[config.mk]
export PLATFORM = sky130hd
export DESIGN_NAME = rau_ctrl
export DESIGN_NICKNAME = d
export VERILOG_FILES = /design/src/hdl/rational_arithmetic_unit_macros.svh /design/src/hdl/rau_pkg.sv /design/src/hdl/rau_ctrl.sv
export SDC_FILE = /design/constraint.sdc
export NUM_CORES = 1
export LEC_CHECK = 0
export BUFFER_PORTS_ARGS = -buffer_cell sky130_fd_sc_hd__buf_2
export CAP_MARGIN = 25
export CELL_PAD_IN_SITES_DETAIL_PLACEMENT = 0
export CELL_PAD_IN_SITES_GLOBAL_PLACEMENT = 1
export CORE_UTILIZATION = 34
export DETAILED_ROUTE_END_ITERATION = 16
export PLACE_DENSITY_LB_ADDON = 0.1
export REMOVE_ABC_BUFFERS = 1
export SYNTH_ARGS = -nofsm -noshare
export SYNTH_HDL_FRONTEND = slang
export SYNTH_SLANG_ARGS = --single-unit
[constraint.sdc]
create_clock -name clk -period 2.9 [get_ports clk]
set_input_delay 0.58 -clock clk [delete_from_list [all_inputs] [get_ports clk]]
set_output_delay 0.58 -clock clk [all_outputs]
set_load 0.02 [all_outputs]
[src/hdl/rational_arithmetic_unit_macros.svh]
// assertion macros for the rational arithmetic unit
// depends on nothing; included by the top level
`ifndef RATIONAL_ARITHMETIC_UNIT_MACROS_SVH
`define RATIONAL_ARITHMETIC_UNIT_MACROS_SVH
`define RAU_ASSERT_IMP(lbl, ante, cons) \
	lbl: assert property (@(posedge clk) disable iff (!arst_n) (ante) |-> (cons)) \
	else $error("rau check failed");
`define RAU_ASSERT_NXT(lbl, ante, cons) \
	lbl: assert property (@(posedge clk) disable iff (!arst_n) (ante) |=> (cons)) \
	else $error("rau check failed");
`endif

[src/hdl/rau_pkg.sv]
// types and constants for the rational arithmetic unit
// no dependencies
`default_nettype none
package rau_pkg;
	typedef enum logic [1:0] {
		KIND_ADD = 2'd0,
		KIND_SUB = 2'd1,
		KIND_MUL = 2'd2,
		KIND_DIV = 2'd3
	} kind_t;

	typedef enum logic [1:0] {
		ST_OK = 2'd0,
		ST_ZERO_DEN = 2'd1,
		ST_DIV_ZERO = 2'd2,
		ST_OVERFLOW = 2'd3
	} status_t;

	typedef enum logic [3:0] {
		S_IDLE,
		S_LOAD,
		S_RED_A,
		S_START_B,
		S_RED_B,
		S_MUL1,
		S_MUL2,
		S_COMB,
		S_START_R,
		S_RED_R,
		S_DONE
	} state_t;

	// gcd and divide sequencer
	typedef enum logic [2:0] {
		G_IDLE,
		G_STRIP,
		G_SUB,
		G_DIVN,
		G_DIVD
	} gcd_state_t;

	typedef enum logic [1:0] {
		RED_A = 2'd0,
		RED_B = 2'd1,
		RED_R = 2'd2
	} red_sel_t;

	// controller to datapath
	typedef struct packed {
		logic load;
		logic red_start;
		red_sel_t red_sel;
		logic mul1;
		logic mul2;
		logic comb;
		logic finish;
	} rau_cmd_t;

	// datapath to controller
	typedef struct packed {
		logic zero_den;
		logic div_zero;
		logic red_busy;
	} rau_stat_t;
endpackage
`default_nettype wire

[src/hdl/rau_ctrl.sv]
// sequencing controller for the rational arithmetic unit
// uses rau_pkg
`default_nettype none
module rau_ctrl import rau_pkg::*; (
	input  wire logic clk,
	input  wire logic arst_n,
	input  wire logic in_valid,
	output logic      in_ready,
	output logic      out_valid,
	input  wire logic out_ready,
	input  rau_stat_t stat,
	output rau_cmd_t  cmd
);
	state_t st_q, st_d;
	logic err;

	assign err = stat.zero_den || stat.div_zero;

	always_comb begin
		st_d = st_q;
		unique case (st_q)
			S_IDLE: if (in_valid) st_d = S_LOAD;
			S_LOAD: st_d = stat.zero_den ? S_RED_R : S_RED_A;
			S_RED_A: if (!stat.red_busy) st_d = S_START_B;
			S_START_B: st_d = S_RED_B;
			S_RED_B: if (!stat.red_busy) st_d = err ? S_RED_R : S_MUL1;
			S_MUL1: st_d = S_MUL2;
			S_MUL2: st_d = S_COMB;
			S_COMB: st_d = S_START_R;
			S_START_R: st_d = S_RED_R;
			S_RED_R: if (!stat.red_busy) st_d = S_DONE;
			S_DONE: if (out_ready) st_d = S_IDLE;
			default: st_d = S_IDLE;
		endcase
	end

	always_comb begin
		cmd = '0;
		cmd.red_sel = RED_R;
		in_ready = (st_q == S_IDLE);
		out_valid = (st_q == S_DONE);
		unique case (st_q)
			S_IDLE: cmd.load = in_valid;
			S_LOAD: begin
				cmd.red_sel = RED_A;
				cmd.red_start = !stat.zero_den;
			end
			S_RED_A: begin
				cmd.red_sel = RED_A;
				cmd.finish = !stat.red_busy;
			end
			S_START_B: begin
				cmd.red_sel = RED_B;
				cmd.red_start = 1'b1;
			end
			S_RED_B: begin
				cmd.red_sel = RED_B;
				cmd.finish = !stat.red_busy;
			end
			S_MUL1: cmd.mul1 = 1'b1;
			S_MUL2: cmd.mul2 = 1'b1;
			S_COMB: cmd.comb = 1'b1;
			S_START_R: cmd.red_start = 1'b1;
			S_RED_R: cmd.finish = !stat.red_busy;
			default: ;
		endcase
	end

	always_ff @(posedge clk or negedge arst_n) begin
		if (!arst_n)
			st_q <= S_IDLE;
		else
			st_q <= st_d;
	end
endmodule
`default_nettype wire

==> results of run 1 <==
-- logic make-up after synthesis --
| family | count (synthesis) | synth area share (%) |
|---|---|---|
| mux | 2 | 5.55 |
| simple gates | 27 | 30.0 |
| compound gates | 15 | 27.2 |
| buf+inv | 7 | 11.1 |
| xor+xnor | 2 | 3.89 |
| flops | 4 | 22.2 |
-- worst max-delay path, stage by stage (launching register included) --
cell	delay (ns)
dfrtp_1	0.63
xnor2_1	0.15
o32ai_2	0.30
nor2b_1	0.17
buf_2	0.16
-- synth_stat cells (2+ instances only) --
cell type and n:
buf_6 3, xnor2_1 2, nor2_1 10, a21oi_1 3
nor4_1 2, nand2_1 4, inv_1 3, nor3_1 3
o21ai_0 2, o22ai_1 4, nand2b_1 2, dfrtp_1 4
-- cell type report --
class / instances / area [sq um] / share of cell area, %
Multi-Input combinational cell: 46 / 300 / 56.5
Sequential cell: 4 / 100 / 18.8
Timing Repair Buffer: 16 / 80.1 / 15.1
Clock buffer: 3 / 22.5 / 4.24
Tap cell: 14 / 17.5 / 3.29
Inverter: 3 / 11.3 / 2.12
-- cell usage in the layout, fill, tap and decap left out, types with 2 or more instances in the layout --
cell type / instances
o21ai_0: 2
clkbuf_4: 3
buf_2: 16
inv_1: 3
nand2b_1: 2
a21oi_1: 3
nor4_1: 2
dfrtp_1: 4
o22ai_1: 4
nor3_1: 3
nand2_1: 4
xnor2_1: 2
nor2_1: 10
-- metal layers --
layer  part of all wire (%)  vias up  routed length [microns]
met3                    5.9        0                       65
met1                     50      203                      549
met4                      0        0                        0
li1                       -      238                        -
met5                      0        -                        0
met2                     44       19                      482
-- how the worst max path moves through the flow --
stage                 start  endpoint  slack (ns)
floorplan           st_q[1]    cmd[7]        0.69
CTS                 st_q[1]    cmd[0]        0.67
global placement    st_q[3]    cmd[0]        0.96
detailed placement  st_q[1]    cmd[0]        0.94
finish              st_q[1]    cmd[0]        0.66
global route        st_q[1]    cmd[0]        0.55
-- power groups by stage --
stage                     registers, mW  clock network (mW)  logic, mW
after floorplan                   0.149                   0      0.375
after global placement            0.178                   0      0.477
after detailed placement          0.179                   0      0.471
after CTS                         0.178              0.0705      0.474
after global routing              0.188              0.0719      0.517
final                             0.179              0.0678      0.470
-- stage by stage --
stage,area [sq um],instances,hold slack (ns),utilization (%)
after floorplan,412,53,0.284,-
after global placement,509,83,0.385,43.5
after detailed placement,509,83,0.386,43.5
after CTS,532,86,0.134,45.4
after global routing,532,86,0.138,45.4
final,532,86,0.137,45.4
==> summary.md, run 1 <==
| Metric | Value |
|---|---|
| Sw Share | `52.3%` |
| CTS Root Cell | `clkbuf_4` |
| Data arrival, critical path | `1.66 ns` |
| Layout cells sized above 1 | `approximately a third` |
| Synth-to-layout area growth | `18.1%` |
| FP Rows | `12` |
| Die Area | `approximately 0.0015 sq mm` |
| Clock Pin Slew Worst Setup and Hold Paths | `around 0.040 ns` |
| Clock tree sinks | `4` |
| Measured slew at the worst slew-check pin | `0.485 ns` |
| Routed Antenna Nets | `0` |
| RR Startpoint | `st_q[1]` |
| Clock skew | `between 0.007 and 0.008 ns` |
| GR Util met3 | `1.74%` |
| Flop pwr share | `~25%` |
| Met1 Use GR | `between 20% and 30%` |
| GRT overflow | `0` |
| Drt drc | `0` |
| Setup Fix Bufs, Post-CTS | `0` |
| Avg Cell Area, Syn | `roughly 7.9 sq um` |
| Gate Count Post-Synth | `57` |
| Initial antenna violation count | `0` |
| Worst skew pair latency | `around 0.23 ns` |
| Die height | `~38 microns` |
| IO Port Bufs | `16` |
| Switching power | `approximately 0.37 mW` |
| Final Critical Period | `between 2 and 2.5 ns` |
| CTS tree | `done` |
| Max Freq | `around 450 MHz` |
| Logic pwr share | `~66%` |
| Register with the most flip-flops | `st_q` |
| Final Hold Vio Count | `0` |
| Share of the synthesized area in the top cell type | `between 20% and 30%` |
| Leading area contributor after synthesis | `dfrtp_1` |
| Crit path required time | `~2.3 ns` |
| Cell Pwr Density | `~1300 mW/mm^2` |
| Core area | `approximately 0.0012 sq mm` |
| Final setup margin | `between 0.6 and 0.7 ns` |
| Total track usage | `between 10% and 20%` |
| Library cells used by synthesis | `27` |
| TNS Setup | `0 ns` |
| Internal | `about 0.34 mW` |
| FF+latch count, synth | `4` |
| RSZ-0062 raised after global routing | `no` |
| Peak fanout along the critical path | `16` |
| Warnings from Yosys | `0` |
| Total I/O pin count | `17` |
| Vias in the first global route | `390` |
| Die W | `38.4 microns` |
| CTS Buf Count | `3` |
| Main area contributors after synthesis | `dfrtp_1 22%, nor2_1 8.3%, buf_6 7.5%` |
| Synth Flop Type | `dfrtp_1` |
| Ant. Diodes | `0` |
| Final #Nets | `81` |
| Fin crit share | `between 70% and 80%` |
| Total number of vias | `460` |
| Post-Place Setup Slack | `between 0.9 and 1 ns` |
| Register area share after synthesis | `between 20% and 30%` |
| Reg-to-reg slack, setup | `roughly 1.1 ns` |
| Worst Setup End Kind | `primary output` |
| Initial Utilization | `about 38%` |
| CP Class | `reg2out` |
| Largest net degree at the start of global routing | `17` |
| Met2 GRT Util | `27.1%` |
| Initial drt markers | `10` |
| DR WL/cell | `between 10 and 15 microns` |
| GP Congestion | `approximately 0.69` |
| Worst Setup Start Kind | `register` |
| Post-CTS resize count | `0` |
| Fillers | `roughly 130` |
| Final Setup Violations | `0` |
| First-pass GRT wire length | `approximately 1800 microns` |
| Syn Std Cell Area | `around 450 sq um` |
| Max cap viols | `0` |
| Slew margin rel. | `a little under 70%` |
| Clock power share | `a little under a tenth` |
| Top flop regs | `st_q (4)` |
| Drt pass-1 iters | `4` |
| R2r endpoint | `st_q[1]` |
| Total Routed Length | `between 1000 and 1500 microns` |
| Hold crit path type | `in2async` |
| Total power | `~0.72 mW` |
| Final Max Slew Viols | `0` |
| Static Leakage | `0.252 nW` |
| Avg Vias per Cell | `about 5.3` |
| Cts-stage hold buffer count | `0` |
| Peak supply drop | `0.000682 V` |
| DP HPWL | `799 microns` |
| Busiest grt layer | `met2` |
| Post-synth ARST share | `100%` |
| Post-synth EDFFs | `0` |
| Worst-case reg-to-reg path depth | `4` |
| Status | `finished clean` |
| Htree depth | `1` |
| Clk buf depth | `2` |
| Max reg flops | `4` |
Power figures use the tool's default switching activity.
==> inputs of run 2 (changes only) <==
CORE_UTILIZATION = 32   (was 34)
clock period = 2.1 ns   (was 2.9 ns; I/O delays follow)
==> run 2 against run 1 <==
  * Worst hold slack better by 0.37 ns
  * Utilization is 2.4 points lower
  * Sequential cell count stayed put
  * Worst setup slack worse by 0.53 ns
  * Non-clock buffer count is 3 higher
  * First-iteration DRC count is 110% higher
  * Critical endpoint unchanged
  * Sequential share of layout area is 0.70 points lower
  * Largest cell class unchanged
  * Cell count is 4.7% higher
  * Die area is 5.9% higher
==> summary.md, run 2 (synthesis results as in run 1) <==
| Metric | Value |
|---|---|
| Synth-to-layout area growth | `24.2%` |
| Die W | `between 30 and 40 microns` |
| Final #Nets | `between 80 and 90` |
| Max Freq | `around 510 MHz` |
| Ant. Diodes | `0` |
| Initial Utilization | `about a third` |
| Worst Setup End Kind | `primary output` |
| Max reg flops | `4` |
| Peak supply drop | `between 0.0009 and 0.001 V` |
| Total track usage | `between 10% and 20%` |
| Die Area | `about 0.0016 sq mm` |
| Final core occ | `43.0%` |
| First-pass GRT wire length | `~1800 microns` |
| Placement Cell Area | `526 sq um` |
| Clock power share | `9.5%` |
| TNS Setup | `0 ns` |
| Vias in the first global route | `397` |
| Flop pwr share | `a little over a fifth` |
| Avg Vias per Cell | `5.27` |
| Final setup margin | `approximately 0.13 ns` |
| CTS Root Cell | `clkbuf_4` |
| RSZ-0062 raised after global routing | `no` |
| Measured slew at the worst slew-check pin | `approximately 0.37 ns` |
| Die height | `a little under 40 microns` |
| Fin area | `559 sq um` |
| Internal | `0.497 mW` |
| Final Critical Period | `around 2.0 ns` |
| Static Leakage | `between 0.2 and 0.3 nW` |
| Commonest non-fill, non-tap cell in the layout | `buf_2` |
| Data arrival, critical path | `1.55 ns` |
| Final Max Slew Viols | `0` |
| CP Class | `reg2out` |
| CTS Buf Count | `3` |
| Register with the most flip-flops | `st_q` |
| Fin crit share | `between 90% and 100%` |
| Clock Pin Slew Worst Setup and Hold Paths | `around 0.040 ns` |
| Slew margin rel. | `approximately three quarters` |
| Layout cells sized above 1 | `37.3%` |
| Clock skew | `~0.0025 ns` |
| Most frequent cells in the layout | `16 x buf_2, 10 x nor2_1, 4 x nand2_1, 4 x o22ai_1` |
| Logic pwr share | `68.9%` |
| Post-Place Setup Slack | `roughly 0.33 ns` |
| Core area | `approximately 0.0013 sq mm` |
| Clk buf depth | `2` |
| Total I/O pin count | `17` |
| Total Routed Length | `about 1200 microns` |
| DR WL/cell | `between 10 and 15 microns` |
| Crit path required time | `~1.7 ns` |
| Sw Share | `51.5%` |
| Status | `finished clean` |
| Switching power | `~0.53 mW` |
| GRT overflow | `0` |
| Final Setup Violations | `0` |
| Routed Antenna Nets | `0` |
| GP Congestion | `0.790` |
| FP Rows | `13` |
| Final Hold Vio Count | `0` |
| Total number of vias | `between 400 and 500` |
| Cell Pwr Density | `about 1800 mW/mm^2` |
| Max cap viols | `0` |
| CTS tree | `done` |
| Initial drt markers | `21` |
| Initial antenna violation count | `0` |
| Drt drc | `0` |
| Worst skew pair latency | `0.23 ns` |
| Drt pass-1 iters | `4` |
| Largest net degree at the start of global routing | `13` |
| Hold crit path type | `in2reg` |
| Setup Fix Bufs, Post-CTS | `0` |
| Htree depth | `1` |
| Worst Setup Start Kind | `register` |
| Peak fanout along the critical path | `10` |
| Clock tree sinks | `4` |
| IO Port Bufs | `16` |
| Top flop regs | `st_q (4)` |
| DP HPWL | `between 800 and 900 microns` |
## run 2: changes by cell type in the layout (fill, tap and decap cells not counted), sizes merged
cell / change
buf: +2
dlygate4sd3: +1
## run 2: power by group through the flow
stage,Sequential (mW),Combinational (mW),Clock (mW)
after global routing,0.235,0.774,0.106
after CTS,0.218,0.711,0.102
final,0.221,0.708,0.0973
after floorplan,0.206,0.518,0
after detailed placement,0.216,0.709,0
after global placement,0.221,0.716,0
## run 2: cell type report
type	instances	area, sq um
clock buffer	3	22.5
inverter	3	11.3
sequential	4	101
fill	149	742
multi-input combinational	46	300
tap	15	18.8
timing repair buffer	19	105
## run 2: per-layer routing
layer | global-route usage (%) | vias to the layer above | share of wire [%]
met3 | 1.70 | 2 | 4.3
li1 | - | 238 | -
met5 | 0 | - | 0
met4 | 16.4 | 0 | 1.9
met2 | 26.2 | 16 | 46
met1 | 24.1 | 218 | 47
## run 2: stage by stage
stage	power [mW]	std cells	hold slack, ns
after floorplan	0.724	53	0.124
after global placement	0.936	86	0.227
after detailed placement	0.924	86	0.235
after CTS	1.03	90	0.495
after global routing	1.11	90	0.520
final	1.03	90	0.506
## run 2: critical path: stages (launching register included)
cell	delay [ns]
dfrtp_1	0.49
xnor2_1	0.19
o32ai_2	0.30
nor2b_1	0.16
buf_2	0.16
## run 2: what timing repair did
action                     in CTS  in global routing
setup endpoints to repair       0                  1
hold endpoints to repair        4                  0
hold buffers                    1                  0
resized for setup               0                  1
## run 2: worst paths after layout
check / from / to / slack, ns / depth (start not counted)
worst min-delay path: stat[0] / st_q[2] / 0.51 / 3
worst max register to register: st_q[1] / st_q[1] / 0.40 / 4
worst min register to register: st_q[3] / st_q[2] / 0.72 / 2
min in group asynchronous: arst_n / st_q[0] / 0.52 / 2
max in group asynchronous: arst_n / st_q[3] / 1.44 / 2
worst max-delay path: st_q[1] / cmd[0] / 0.13 / 4
